==> config.mk <==
export PLATFORM = sky130hd
export DESIGN_NAME = int_to_decimal_grouped_text_flat
export DESIGN_NICKNAME = d
export VERILOG_FILES = /design/src/rtl/itgt_pkg.sv /design/src/rtl/itgt_if.sv /design/src/rtl/itgt_div10.sv /design/src/rtl/itgt_fmt.sv /design/src/rtl/int_to_decimal_grouped_text.sv /design/src/flat_wrapper.sv
export SDC_FILE = /design/constraint.sdc
export NUM_CORES = 1
export LEC_CHECK = 0
export ABC_AREA = 1
export BUFFER_PORTS_ARGS = -buffer_cell sky130_fd_sc_hd__buf_2
export CAP_MARGIN = 20
export CORE_MARGIN = 4
export CORE_UTILIZATION = 45
export CTS_BUF_LIST = sky130_fd_sc_hd__clkbuf_16
export CTS_CLUSTER_DIAMETER = 50
export DETAILED_ROUTE_END_ITERATION = 10
export GPL_TIMING_DRIVEN = 0
export SYNTH_ARGS = -nofsm -noshare
export SYNTH_HDL_FRONTEND = slang
export SYNTH_HIERARCHICAL = 1
export SYNTH_SLANG_ARGS = --single-unit
==> constraint.sdc <==
create_clock -name clock -period 12.8 [get_ports clock]
set_input_delay 0 -clock clock [delete_from_list [all_inputs] [get_ports clock]]
set_output_delay 0 -clock clock [all_outputs]
set_load 0.05 [all_outputs]
==> src/rtl/itgt_pkg.sv <==
`timescale 1ns / 1ps
// ----------------------------------------------------------------------------
// itgt_pkg
// Shared types and constants for the grouped decimal text formatter.
// ----------------------------------------------------------------------------
package itgt_pkg;

   localparam int unsigned DATA_W     = 32;
   localparam int unsigned MAX_DIGITS = 10;
   localparam int unsigned DIG_IDX_W  = $clog2(MAX_DIGITS);
   localparam int unsigned PROD_W     = 2 * DATA_W;
   // floor(x / 10) == (x * RECIP10) >> RECIP_SHIFT for any 32-bit x
   localparam logic [DATA_W-1:0] RECIP10 = 32'hCCCC_CCCD;
   localparam int unsigned RECIP_SHIFT = 35;

   localparam logic [7:0] CH_MINUS = 8'h2D;
   localparam logic [7:0] CH_COMMA = 8'h2C;
   localparam logic [7:0] CH_ZERO  = 8'h30;
   localparam logic [7:0] CH_NINE  = 8'h39;

   typedef enum logic [1:0] {
      ST_IDLE,
      ST_DIV,
      ST_WAIT,
      ST_EMIT
   } itgt_state_type;

   // request into the shared divide-by-ten unit
   typedef struct packed {
      logic              start;
      logic [DATA_W-1:0] dividend;
   } itgt_div_req_type;

   // result out of the shared divide-by-ten unit
   typedef struct packed {
      logic              done;
      logic [DATA_W-1:0] quot;
      logic [3:0]        rem;
   } itgt_div_rsp_type;

   // one character offered by the sequencer
   typedef struct packed {
      logic       valid;
      logic [7:0] ch;
      logic       last;
   } itgt_char_type;

   // a comma follows the digit at this position (counted from the right, from 0)
   function automatic logic group_end(input logic [DIG_IDX_W-1:0] idx);
      logic hit;
      unique case (idx)
         4'd3, 4'd6, 4'd9: hit = 1'b1;
         default:          hit = 1'b0;
      endcase
      return hit;
   endfunction

endpackage

==> src/rtl/itgt_if.sv <==
`timescale 1ns / 1ps
// ----------------------------------------------------------------------------
// itgt_if
// Valid/ready channels for the integer request and the character response.
// ----------------------------------------------------------------------------
interface itgt_req_if;
   logic               valid;
   logic               ready;
   logic signed [31:0] value;

   modport source (output valid, output value, input ready);
   modport sink   (input valid, input value, output ready);
endinterface

interface itgt_rsp_if;
   logic       valid;
   logic       ready;
   logic [7:0] ch;
   logic       last;

   modport source (output valid, output ch, output last, input ready);
   modport sink   (input valid, input ch, input last, output ready);
endinterface

==> src/rtl/itgt_div10.sv <==
`timescale 1ns / 1ps
// ----------------------------------------------------------------------------
// itgt_div10
// Shared divide-by-ten unit: reciprocal multiply, then remainder correction.
// ----------------------------------------------------------------------------
module itgt_div10 (
   input  logic                       clock,
   input  logic                       reset,
   input  itgt_pkg::itgt_div_req_type div_req,
   output itgt_pkg::itgt_div_rsp_type div_rsp
);
   import itgt_pkg::*;

   logic [PROD_W-1:0] prod_ff, prod_in;
   logic [DATA_W-1:0] dvd_ff;
   logic              done_ff, done_in;
   logic [DATA_W-1:0] quot;
   logic [DATA_W-1:0] quot_x10;
   logic [DATA_W-1:0] diff;

   // reciprocal product, registered before the correction step
   assign prod_in = PROD_W'(div_req.dividend) * PROD_W'(RECIP10);
   assign done_in = div_req.start;

   always_ff @(posedge clock) begin
      if (reset) begin
         done_ff <= 1'b0;
      end else begin
         done_ff <= done_in;
      end
   end

   always_ff @(posedge clock) begin
      if (div_req.start) begin
         prod_ff <= prod_in;
         dvd_ff  <= div_req.dividend;
      end
   end

   // quotient from the high product bits, remainder by shift-add back
   assign quot     = DATA_W'(prod_ff >> RECIP_SHIFT);
   assign quot_x10 = (quot << 3) + (quot << 1);
   assign diff     = dvd_ff - quot_x10;

   assign div_rsp.done = done_ff;
   assign div_rsp.quot = quot;
   assign div_rsp.rem  = diff[3:0];

endmodule

==> src/rtl/itgt_fmt.sv <==
`timescale 1ns / 1ps
// ----------------------------------------------------------------------------
// itgt_fmt
// Sequencer: peels digits with the shared divider, then walks them out
// most significant first with sign and group commas.
// ----------------------------------------------------------------------------
module itgt_fmt (
   input  logic                       clock,
   input  logic                       reset,
   input  logic                       in_valid,
   input  logic signed [31:0]         in_value,
   output logic                       in_ready,
   output itgt_pkg::itgt_div_req_type div_req,
   input  itgt_pkg::itgt_div_rsp_type div_rsp,
   output itgt_pkg::itgt_char_type    out_char,
   input  logic                       take
);
   import itgt_pkg::*;

   itgt_state_type       state_ff, state_in;
   logic [DATA_W-1:0]    mag_ff, mag_in;
   logic                 neg_ff, neg_in;
   logic [DIG_IDX_W-1:0] ndig_ff, ndig_in;
   logic [DIG_IDX_W-1:0] idx_ff, idx_in;
   logic                 sign_ff, sign_in;
   logic                 comma_ff, comma_in;
   logic [3:0]           digits_ff [MAX_DIGITS];
   logic                 digit_wr;
   logic                 final_char;

   assign digit_wr   = (state_ff == ST_WAIT) && div_rsp.done;
   assign final_char = !sign_ff && !comma_ff && (idx_ff == '0);

   // next state
   always_comb begin
      state_in = state_ff;
      unique case (state_ff)
         ST_IDLE: begin
            if (in_valid) state_in = ST_DIV;
         end
         ST_DIV: begin
            state_in = ST_WAIT;
         end
         ST_WAIT: begin
            if (div_rsp.done) state_in = (div_rsp.quot == '0) ? ST_EMIT : ST_DIV;
         end
         ST_EMIT: begin
            if (take && final_char) state_in = ST_IDLE;
         end
         default: state_in = ST_IDLE;
      endcase
   end

   // datapath next values
   always_comb begin
      mag_in   = mag_ff;
      neg_in   = neg_ff;
      ndig_in  = ndig_ff;
      idx_in   = idx_ff;
      sign_in  = sign_ff;
      comma_in = comma_ff;
      unique case (state_ff)
         ST_IDLE: begin
            if (in_valid) begin
               neg_in  = in_value[31];
               mag_in  = in_value[31] ? (DATA_W'(0) - $unsigned(in_value)) : $unsigned(in_value);
               ndig_in = '0;
            end
         end
         ST_WAIT: begin
            if (div_rsp.done) begin
               mag_in  = div_rsp.quot;
               ndig_in = ndig_ff + 1'b1;
               if (div_rsp.quot == '0) begin
                  idx_in   = ndig_ff;
                  sign_in  = neg_ff;
                  comma_in = 1'b0;
               end
            end
         end
         ST_EMIT: begin
            if (take) begin
               priority if (sign_ff) begin
                  sign_in = 1'b0;
               end else if (comma_ff) begin
                  comma_in = 1'b0;
                  idx_in   = idx_ff - 1'b1;
               end else if (idx_ff != '0) begin
                  if (group_end(idx_ff)) comma_in = 1'b1;
                  else                   idx_in   = idx_ff - 1'b1;
               end
            end
         end
         default: begin
         end
      endcase
   end

   // outputs
   always_comb begin
      in_ready         = (state_ff == ST_IDLE);
      div_req.start    = (state_ff == ST_DIV);
      div_req.dividend = mag_ff;
      out_char.valid   = (state_ff == ST_EMIT);
      out_char.last    = final_char;
      priority if (sign_ff)  out_char.ch = CH_MINUS;
      else if (comma_ff)     out_char.ch = CH_COMMA;
      else                   out_char.ch = CH_ZERO + {4'b0, digits_ff[idx_ff]};
   end

   // control registers
   always_ff @(posedge clock) begin
      if (reset) begin
         state_ff <= ST_IDLE;
         sign_ff  <= 1'b0;
         comma_ff <= 1'b0;
      end else begin
         state_ff <= state_in;
         sign_ff  <= sign_in;
         comma_ff <= comma_in;
      end
   end

   // payload registers and digit store, least significant digit at entry 0
   always_ff @(posedge clock) begin
      mag_ff  <= mag_in;
      neg_ff  <= neg_in;
      ndig_ff <= ndig_in;
      idx_ff  <= idx_in;
      if (digit_wr) begin
         digits_ff[ndig_ff] <= div_rsp.rem;
      end
   end

endmodule

==> src/rtl/int_to_decimal_grouped_text.sv <==
`timescale 1ns / 1ps
// ----------------------------------------------------------------------------
// int_to_decimal_grouped_text
// Signed 32-bit integer in, grouped decimal ASCII text out, one char a word.
// ----------------------------------------------------------------------------
// Each request word carries one signed integer; the response stream gives its
// text most significant character first, e.g. -1234567 -> "-1,234,567", with
// last set on the final character. An item's digits come off one at a time,
// least significant first, from a single shared divide-by-ten unit
// (reciprocal multiply, registered, then remainder step); then its characters
// leave one per cycle while the response side is not stalled. The request
// side is not ready while an item is in progress; a registered response
// stage lets the next item start while the final character still waits to be
// taken.
module int_to_decimal_grouped_text (
   input  logic      clock,
   input  logic      reset,
   itgt_req_if.sink  req,
   itgt_rsp_if.source rsp
);
   import itgt_pkg::*;

   itgt_div_req_type div_req;
   itgt_div_rsp_type div_rsp;
   itgt_char_type    fmt_char;
   logic             take;
   logic             rsp_valid_ff, rsp_valid_in;
   logic [7:0]       rsp_ch_ff;
   logic             rsp_last_ff;

   itgt_div10 u_div10 (
      .clock   (clock),
      .reset   (reset),
      .div_req (div_req),
      .div_rsp (div_rsp)
   );

   itgt_fmt u_fmt (
      .clock    (clock),
      .reset    (reset),
      .in_valid (req.valid),
      .in_value (req.value),
      .in_ready (req.ready),
      .div_req  (div_req),
      .div_rsp  (div_rsp),
      .out_char (fmt_char),
      .take     (take)
   );

   // response register: refill when empty or being drained
   assign take         = !rsp_valid_ff || rsp.ready;
   assign rsp_valid_in = take ? fmt_char.valid : rsp_valid_ff;

   always_ff @(posedge clock) begin
      if (reset) begin
         rsp_valid_ff <= 1'b0;
      end else begin
         rsp_valid_ff <= rsp_valid_in;
      end
   end

   always_ff @(posedge clock) begin
      if (take && fmt_char.valid) begin
         rsp_ch_ff   <= fmt_char.ch;
         rsp_last_ff <= fmt_char.last;
      end
   end

   assign rsp.valid = rsp_valid_ff;
   assign rsp.ch    = rsp_ch_ff;
   assign rsp.last  = rsp_last_ff;

endmodule

==> src/flat_wrapper.sv <==
// flat-port wrapper written by rule: the top's interface ports become plain ports
module int_to_decimal_grouped_text_flat import itgt_pkg::*;
  (clock, reset, req_valid, req_value, req_ready, rsp_valid, rsp_ch, rsp_last, rsp_ready);
  itgt_req_if req_i ();
  itgt_rsp_if rsp_i ();
  input  logic clock;
  input  logic reset;
  input wire logic [$bits(req_i.valid)-1:0] req_valid;
  input wire logic [$bits(req_i.value)-1:0] req_value;
  output wire logic [$bits(req_i.ready)-1:0] req_ready;
  output wire logic [$bits(rsp_i.valid)-1:0] rsp_valid;
  output wire logic [$bits(rsp_i.ch)-1:0] rsp_ch;
  output wire logic [$bits(rsp_i.last)-1:0] rsp_last;
  input wire logic [$bits(rsp_i.ready)-1:0] rsp_ready;
  assign req_i.valid = req_valid;
  assign req_i.value = req_value;
  assign req_ready = req_i.ready;
  assign rsp_valid = rsp_i.valid;
  assign rsp_ch = rsp_i.ch;
  assign rsp_last = rsp_i.last;
  assign rsp_i.ready = rsp_ready;
  int_to_decimal_grouped_text u_core (.clock(clock), .reset(reset), .req(req_i), .rsp(rsp_i));
endmodule
Word-level counts from Yosys, hierarchy flattened:

Memories as Yosys holds them, arrays and structs flattened. A register that Yosys moved wholly into a read port is not among the register bits.
Cells that the tools add are included.

* memory bits (writable): 40
* word-level logic and storage cells: 101
* output and inout port bits: 11
* register bits: 123
* memories kept: 1

* reductions and logical operators: 23
* equality and inequality tests: 14
* add/sub/neg operators: 6
* $mul: 1
* muxes and demuxes: 42

Memories
* u_core.u_fmt.digits_ff: depth 10, width 4, rd ports 1, clocked after memory_dff 1, write ports 1, line itgt_fmt.sv:27 `logic [3:0] digits_ff [MAX_DIGITS];`

Operator list (count)
* $mux 32: 3
* $mul 32x32->64 const B: 1
* $pmux 32 s2: 1
* $mux 4: 10
* $logic_not 32->1: 1
* $sub 1x32->32 const A: 1
* $mux 1: 19
* $pmux 4 s2: 2
* $mux 2: 4
* $ne 2x2->1 const B: 4
* $pmux 2 s4: 1
* $add 6x4->7 const A: 1
* $reduce_and 7->1: 1
* $ne 3x3->1 const B: 2
* $reduce_and 3->1: 2
* $logic_and 1x1->1: 5
* $reduce_and 5->1: 1
* $add 4x1->4 const B: 1
* $add 4x4->4: 1
* $eq 2x2->1 const B: 2
* $eq 4x2->1 const B: 1
* $eq 4x3->1 const B: 1
* $eq 4x4->1 const B: 1
* $logic_not 4->1: 1
* 14 further kinds: 19

Logic depth before layout (Yosys ltp):

Gate-level depths: netlist of run 1.

* word-level depth: 15
* mapped depth: 30
* depth with buffers taken out: 29

By module:

The synthesis of run 1 kept the hierarchy.

By module, submodules not included
* itgt_div10: seq. area each 1011.0 um2, area an instance 20105.5 um2, instances 1, cells each 2439
* itgt_fmt: seq. area each 2592.5 um2, area an instance 5041.1 um2, instances 1, cells each 588
* int_to_decimal_grouped_text: seq. area each 290.3 um2, area an instance 317.8 um2, instances 1, cells each 15

Least setup slack after synthesis of run 1:

Ideal clock, no wire load.

* path type: reg-to-reg
* start point: reg u_core.u_fmt.mag_ff[11]
* end point: reg u_core.u_div10.prod_ff[48] (data pin)
* data required time: 12.546 ns
* cell stages (with the launch flop): 26
* path slack: 6.595 ns
* arrival: 5.951 ns
* library setup time: 0.254 ns
* path through: edfxtp_1 ha_1 clkbuf_1 xor2_1 ha_1 o21bai_1 fa_1 inv_1 fa_1 inv_1 fa_1 fa_1 fa_1 inv_1 fa_1 inv_1 ha_1 nand2_1 nor2_1 nand2_1 nor3_4 nand2_1 nor2_1 nor2_1 nand4_1 nand2_1

* longest elaborated chain between the ends: 1

RTL lines
* start, declared: line itgt_fmt.sv:21 `logic [DATA_W-1:0] mag_ff, mag_in;`
* start signal, assigned: line itgt_fmt.sv:126 `mag_ff <= mag_in;`
* $mul 32x32->64: line itgt_div10.sv:22 `assign prod_in = PROD_W'(div_req.dividend) * PROD_W'(RECIP10);`
* named net u_core.u_div10.prod_in[48]: line itgt_div10.sv:14 `logic [PROD_W-1:0] prod_ff, prod_in;`
* end signal, assigned: line itgt_div10.sv:35 `prod_ff <= prod_in;`
* end, declared: line itgt_div10.sv:14

The timed path passes the listed nets, and every way through them passes these cells.
A chain may end at the register's enable or synchronous reset.

Final worst setup path of run 1:

* start point: reg u_core.u_fmt.mag_ff[9]
* end point: reg u_core.u_div10.prod_ff[48] (data pin)

The elaborated chain is that of the path after synthesis.

==> metrics.log, run 1 <==
[metrics] result of the run: finished clean
[metrics] crit path DAT: between 7000 and 8000 ps
[metrics] via-per-instance ratio: between 4 and 5
[metrics] top cell type's share of synthesized area: between 30 and 40%
[metrics] CP required: approximately 13000 ps
[metrics] TritonCTS clock tree: built
[metrics] slowest library cell on the worst path: sky130_fd_sc_hd__edfxtp_1
[metrics] Worst path most repeated cell: sky130_fd_sc_hd__fa_1
[metrics] antenna violations before repair: 1
[metrics] most used flip-flop cell after synthesis: sky130_fd_sc_hd__edfxtp_1
[metrics] leading cell type in the layout, fill and taps excluded: sky130_fd_sc_hd__inv_1
[metrics] most used cells in the layout excluding fill and tap cells: sky130_fd_sc_hd__inv_1 (879), sky130_fd_sc_hd__nand2_1 (565), sky130_fd_sc_hd__fa_1 (386), sky130_fd_sc_hd__ha_1 (360), sky130_fd_sc_hd__nor2_1 (200)
[metrics] Final Slew Violations: 0
[metrics] initial core utilization: between 40% and 50%
[metrics] Unique masters post-synth: 50
[metrics] total of max-cap violations: 0
[metrics] final net count: about 4000
[metrics] Total Routed Length: 77000 microns
[metrics] Detailed Place HPWL: around 70000 microns
[metrics] die area: between 60000 and 70000 sq um
[metrics] Clock Root Buffer: sky130_fd_sc_hd__clkbuf_16
[metrics] average cell area after synthesis: around 8.4 sq um
[metrics] period utilization: around three fifths
[metrics] total number of vias: approximately 19000
[metrics] largest net degree at the start of global routing: 38
[metrics] ports placed on the boundary: 47
[metrics] cell area after placement: 26700 sq um
[metrics] Setup violations, final: 0
[metrics] instance count of the mapped netlist: 3042
[metrics] GP Congestion: roughly 0.97
[metrics] synthesized-area fraction occupied by ao, oa, aoi and oai cells: approximately 5%
[metrics] Buffers on Ports: between 40 and 50
[metrics] met1 WL: between 30000 and 40000 microns
[metrics] CP max stage delay: between 600 and 700 ps
[metrics] nature of the critical path endpoint: register
[metrics] pre-CTS setup slack: 5460 ps
[metrics] post-route standard cell area excluding fillers: approximately 27000 sq um
[metrics] Starting DRT DRC Count: 1507
[metrics] crit path max fanout: 8
[metrics] post-route minimum period: between 7000 and 8000 ps
[metrics] CTS H-tree depth: 4
[metrics] total standard cell area after synthesis: between 20000 and 30000 sq um
[metrics] portion of the post-synthesis area used by sequential elements: 15.3%
[metrics] fraction of synthesized cell area in xor and xnor cells: about 2.4%
[metrics] P&R area growth vs syn: 7.45%
[metrics] Core Util, Final: 49.3%
[metrics] width of the chip: around 250 microns
[metrics] ordered cell list for the critical path: ha_1 > clkbuf_1 > xnor2_1 > o21ai_0 > fa_1 > inv_1 > fa_1 > fa_1 > inv_1 > fa_1 > fa_1 > inv_1 > fa_1 > inv_1 > ha_1 > nand2_1 > nor2_1 > nand2_1 > nor3_4 > nand2_1 > nor2_1 > nor2_1 > nand4_1 > nand2_1
[metrics] sequential cell area: about 3900 sq um
[metrics] first-pass GRT wire length: between 100000 and 150000 microns
[metrics] total CTS buffers: 17
[metrics] final hold viol count: 0
[metrics] vias in the first global route: around 20000
[metrics] setup slack after layout: ~5300 ps
[metrics] proportion of synthesized area in mux cells: 0%
[metrics] antenna diode count: 0
[metrics] overflow left after global routing: 0
[metrics] post-route ant nets: 0
[metrics] path class of the lowest-slack min-delay path: input port to register
[metrics] clock sink count: 133
[metrics] GRT Overall Usage: between 20% and 30%
[metrics] Yosys reg bits: 133
[metrics] top area cells in the synthesized netlist: sky130_fd_sc_hd__fa_1 (30%), sky130_fd_sc_hd__ha_1 (18%), sky130_fd_sc_hd__edfxtp_1 (15%)
[metrics] setup TNS after final layout: 0 ps
[metrics] Met2 Wirelength: between 30000 and 40000 microns
[metrics] adder and majority cell fraction of the synthesized area: about half
[metrics] maximum clock path buffer count: 2
[metrics] core area: 55500 sq um
[metrics] combinational family with the most area after synthesis: adder cells
[metrics] number of DRC violations after detailed routing: 0
[metrics] number of iterations in the first detailed-routing pass: 6
[metrics] Top Layer Used: met5
[metrics] clock latency on the worst-skew pair: around 400 ps
[metrics] post-DR wirelength/cell: just under 20 microns
[metrics] slew at the pin closest to its max-slew limit: 959 ps
[metrics] type of the worst setup path: register to register
[metrics] post-synthesis share of cell area spent on and, or, nand and nor gates: approximately 16%
[metrics] startpoint type of the worst setup path: register
[metrics] RSZ-0062 raised after global routing: no
[metrics] Die H: 246 microns
[metrics] number of fillers in the final layout: approximately 5500
[metrics] slew margin rel.: a little over a third
[metrics] amount of wire on met3 after detailed routing: about 3800 microns
[metrics] largest area contributor in the synthesized netlist: sky130_fd_sc_hd__fa_1
[metrics] FFs w/ async S/R, synth: 0%
[metrics] Post-Route Skew: a little over 9 ps
[metrics] maximum operating frequency: between 100 and 150 MHz
[metrics] Worst-path clk slew: ~60 ps
[metrics] total number of yosys warnings: 6
[metrics] EDFF count, synth: ~120
[metrics] multi-input logic area: about 18000 sq um
[metrics] Std-Cell Rows: 86
[metrics] fraction of layout instances using a drive strength above 1: around 4.7%
[flip-flops by register name (all words and copies together) (netlist names), 2 cells and up, named ones only]
name / count
u_core/u_fmt/digits_ff: 40
u_core/u_fmt/mag_ff: 32
u_core/u_div10/prod_ff: 31
u_core/rsp.ch: 8
u_core/u_fmt/idx_ff: 4
u_core/u_fmt/ndig_ff: 4
u_core/u_div10/dvd_ff: 2
u_core/u_fmt/state_ff: 2
[routing by layer]
layer,vias up,GRT usage [%]
met5,-,0
met1,9438,36.8
met3,104,2.99
met4,2,8.14
met2,546,43.4
li1,9306,-
[layout make-up]
cell class                 count  area share (%)
clock inverter                15           0.567
timing repair buffer          58            1.32
inverter                     883            12.1
sequential                   133            14.2
clock buffer                  17            1.55
multi-input combinational   2000            66.2
buffer                        29           0.581
tap                          748            3.42
[repair_timing]
action                                 CTS  global route
hold buffers                            11             0
resized for setup                        0             0
endpoints found under the hold margin   15             0
buffers inserted                         0             0
[kinds of logic (layout without fill, tap and decap cells)]
logic type / Yosys count / in the layout
compound gates: 226 / 226
xor+xnor: 70 / 70
fa+ha+maj: 746 / 746
buf+inv: 912 / 1002
flops: 133 / 133
other cells: 3 / 6
simple gates: 952 / 952
[worst max-delay path: cells and delay by family (launching register included)]
family | cells | cell delay, ps
flip-flops | 1 | 660
buffers and inverters | 5 | 840
adder cells (fa/ha/maj) | 8 | 3790
XOR/XNOR | 1 | 270
AND/OR/NAND/NOR | 9 | 1290
AO/OA/AOI/OAI | 1 | 320
[metrics by stage]
| stage | hold slack [ps] | instances |
|---|---|---|
| finish | 17.9 | 3883 |
| CTS | 0.286 | 3883 |
| global placement | 245 | 3839 |
| floorplan | 62.4 | 3045 |
| detailed placement | 252 | 3840 |
| global route | 14.4 | 3883 |
[cell usage after synthesis (14+ instances only)]
master / count
sky130_fd_sc_hd__nand4_1: 17
sky130_fd_sc_hd__ha_1: 360
sky130_fd_sc_hd__inv_1: 878
sky130_fd_sc_hd__edfxtp_1: 123
sky130_fd_sc_hd__a21oi_1: 87
sky130_fd_sc_hd__nand2_1: 566
sky130_fd_sc_hd__nor3_1: 22
sky130_fd_sc_hd__xor2_1: 55
sky130_fd_sc_hd__fa_1: 386
sky130_fd_sc_hd__o21ai_0: 87
sky130_fd_sc_hd__nand3_1: 90
sky130_fd_sc_hd__nor2_1: 201
sky130_fd_sc_hd__o21bai_1: 14
sky130_fd_sc_hd__xnor2_1: 15
[worst paths after layout]
check,startpoint,to,slack (ps),depth (start not counted)
worst max-delay path,u_core/u_fmt/mag_ff[9]$_DFFE_PP_,u_core/u_div10/prod_ff[48]$_DFFE_PP_,5350,24
worst min-delay path,req_value[1],u_core/u_fmt/mag_ff[1]$_DFFE_PP_,20,3
worst max register to register,u_core/u_fmt/mag_ff[9]$_DFFE_PP_,u_core/u_div10/prod_ff[48]$_DFFE_PP_,5350,24
worst min register to register,u_core/u_fmt/sign_ff$_SDFFE_PP0P_,u_core/u_fmt/sign_ff$_SDFFE_PP0P_,480,2
Power of run 1 is not shown: default switching activity piles up to over one toggle a cycle in this logic, so the estimate is an artifact.
==> run 2, diff against run 1 <==
==> constraint.sdc (replaced) <==
create_clock -name clock -period 6.9 [get_ports clock]
set_input_delay 0 -clock clock [delete_from_list [all_inputs] [get_ports clock]]
set_output_delay 0 -clock clock [all_outputs]
set_load 0.05 [all_outputs]
==> metrics.log, run 2 (synthesis gave the netlist of run 1 again) <==
[metrics] antenna diode count: 0
[metrics] reg-to-reg startpoint: u_core/u_fmt/mag_ff[8]$_DFFE_PP_
[metrics] sequential cell area: around 3900 sq um
[metrics] Final Slew Violations: 0
[metrics] biggest registers after layout: u_core/u_fmt/digits_ff: 40 flops, u_core/u_fmt/mag_ff: 32 flops, u_core/u_div10/prod_ff: 31 flops
[metrics] register with the most flip-flops: u_core/u_fmt/digits_ff
[metrics] first-pass GRT wire length: roughly 120000 microns
[metrics] clock sink count: 133
[metrics] maximum clock path buffer count: 2
[metrics] end of the critical path: u_core/u_div10/prod_ff[48]$_DFFE_PP_
[metrics] GRT Overall Usage: a little over a quarter
[metrics] via-per-instance ratio: about 5.0
[metrics] Core Util, Final: between 50% and 60%
[metrics] Clock Root Buffer: sky130_fd_sc_hd__clkbuf_16
[metrics] die area: between 60000 and 70000 sq um
[metrics] crit path max fanout: 9
[metrics] total of max-cap violations: 0
[metrics] startpoint type of the worst setup path: register
[metrics] ordered cell list for the critical path: ha_4 > xor2_1 > ha_1 > or2_2 > fa_1 > fa_1 > fa_1 > fa_1 > fa_1 > ha_1 > ha_1 > nand2_2 > nor2_1 > inv_1 > nor2_2 > nand2_1 > nor3_1 > o21ai_1 > nand4_1 > nand2_1
[metrics] Buffers on Ports: 46
[metrics] GP Congestion: slightly below 1
[metrics] Detailed Place HPWL: between 60000 and 70000 microns
[metrics] largest net degree at the start of global routing: 38
[metrics] CP max stage delay: 610 ps
[metrics] TritonCTS clock tree: built
[metrics] initial core utilization: 45.9%
[metrics] setup slack after layout: about 170 ps
[metrics] Worst path most repeated cell: sky130_fd_sc_hd__fa_1
[metrics] most used cells in the layout excluding fill and tap cells: sky130_fd_sc_hd__inv_1 (879), sky130_fd_sc_hd__nand2_1 (554), sky130_fd_sc_hd__fa_1 (384), sky130_fd_sc_hd__ha_1 (329), sky130_fd_sc_hd__nor2_1 (194)
[metrics] slew at the pin closest to its max-slew limit: a little under 1000 ps
[metrics] Total Routed Length: between 70000 and 80000 microns
[metrics] reg2reg path depth: 20
[metrics] number of standard cells in the final layout excluding fillers: between 3000 and 4000
[metrics] multi-input logic area: 18600 sq um
[metrics] overflow left after global routing: 0
[metrics] Std-Cell Rows: 86
[metrics] number of fillers in the final layout: approximately 5400
[metrics] placed insts: between 3000 and 4000
[metrics] antenna violations before repair: 0
[metrics] CTS H-tree depth: 4
[metrics] Setup violations, final: 0
[metrics] core area: 55500 sq um
[metrics] type of the worst setup path: register to register
[metrics] maximum operating frequency: roughly 150 MHz
[metrics] post-route ant nets: 0
[metrics] vias in the first global route: around 21000
[metrics] RSZ-0062 raised after global routing: yes
[metrics] number of iterations in the first detailed-routing pass: 6
[metrics] slew margin rel.: 34.4%
[metrics] post-DR wirelength/cell: approximately 20 microns
[metrics] ports placed on the boundary: between 40 and 50
[metrics] final hold viol count: 0
[metrics] clock latency on the worst-skew pair: 410 ps
[metrics] slowest library cell on the worst path: sky130_fd_sc_hd__xor2_1
[metrics] fraction of layout instances using a drive strength above 1: 9.28%
[metrics] period utilization: 97.6%
[metrics] Starting DRT DRC Count: approximately 1500
[metrics] number of DRC violations after detailed routing: 0
[metrics] nature of the critical path endpoint: register
[metrics] post-route minimum period: 6730 ps
[metrics] Post-Route Skew: 8.21 ps
[metrics] result of the run: finished clean
[metrics] crit path DAT: 6870 ps
[metrics] leading cell type in the layout, fill and taps excluded: sky130_fd_sc_hd__inv_1
[metrics] CP required: between 7000 and 8000 ps
[metrics] launching instance or port of the critical path: u_core/u_fmt/mag_ff[8]$_DFFE_PP_
[metrics] path class of the lowest-slack min-delay path: input port to register
[metrics] P&R area growth vs syn: 11.6%
[metrics] flip-flop count of the largest register after layout: 40
[metrics] setup TNS after final layout: 0 ps
[metrics] width of the chip: around 250 microns
[metrics] Reg2Reg Capture Point: u_core/u_div10/prod_ff[48]$_DFFE_PP_
[metrics] final net count: a little under 4000
[metrics] Worst-path clk slew: around 60 ps
[metrics] total CTS buffers: 17
[metrics] startpoint of the lowest-slack hold path: req_value[1]
[metrics] total number of vias: between 15000 and 20000
[metrics] Die H: between 200 and 250 microns
[metrics] pre-CTS setup slack: -438 ps
[metrics] R2R setup slack: about 170 ps
## run 2: per-stage QoR
step,hold WS [ps],instance area (sq um)
2_1_floorplan,62.4,25500
3_3_place_gp,245,26600
3_5_place_dp,252,26700
4_1_cts,0.286,27800
5_1_grt,14.3,28400
6_report,16.7,28400
## run 2: worst max-delay path, delay by kind of cell (launching register included)
kind	cells	cell delay, ps
fa+ha+maj	9	3870
simple gates	8	1110
xor+xnor	1	610
flops	1	560
compound gates	1	190
buf+inv	1	80
## run 2: layout make-up
cell class	count	area share, %
inverter	883	11.7
tap	748	3.29
clock buffer	17	1.50
multi-input combinational	2000	65.6
sequential	133	13.7
timing repair buffer	128	3.21
buffer	25	0.515
clock inverter	15	0.546
## run 2: worst min-delay path by stage
stage                                                   end  depth (start not counted)
after global routing      u_core/u_fmt/mag_ff[22]$_DFFE_PP_                          4
final                      u_core/u_fmt/mag_ff[1]$_DFFE_PP_                          3
after CTS                  u_core/u_fmt/mag_ff[1]$_DFFE_PP_                          3
after detailed placement      u_core/rsp.valid$_SDFFE_PP0P_                          2
after global placement        u_core/rsp.valid$_SDFFE_PP0P_                          2
after floorplan               u_core/rsp.valid$_SDFFE_PP0P_                          1
## run 2: metal layers
layer	GRT usage [%]	routed length (microns)	vias up
met5	0	0	-
met4	8.31	2970	0
met3	2.91	4300	112
met2	44.0	36400	582
met1	37.1	34700	9691
li1	-	-	9447
## run 2: timing repair
action | CTS | global route
pin swaps | 0 | 9
resized for setup | 28 | 79
setup endpoints to repair | 29 | 29
buffers inserted | 39 | 31
hold endpoints to repair | 15 | 0
hold buffers | 11 | 0
cloned | 0 | 0
Power of run 2 is left out for the same reason.
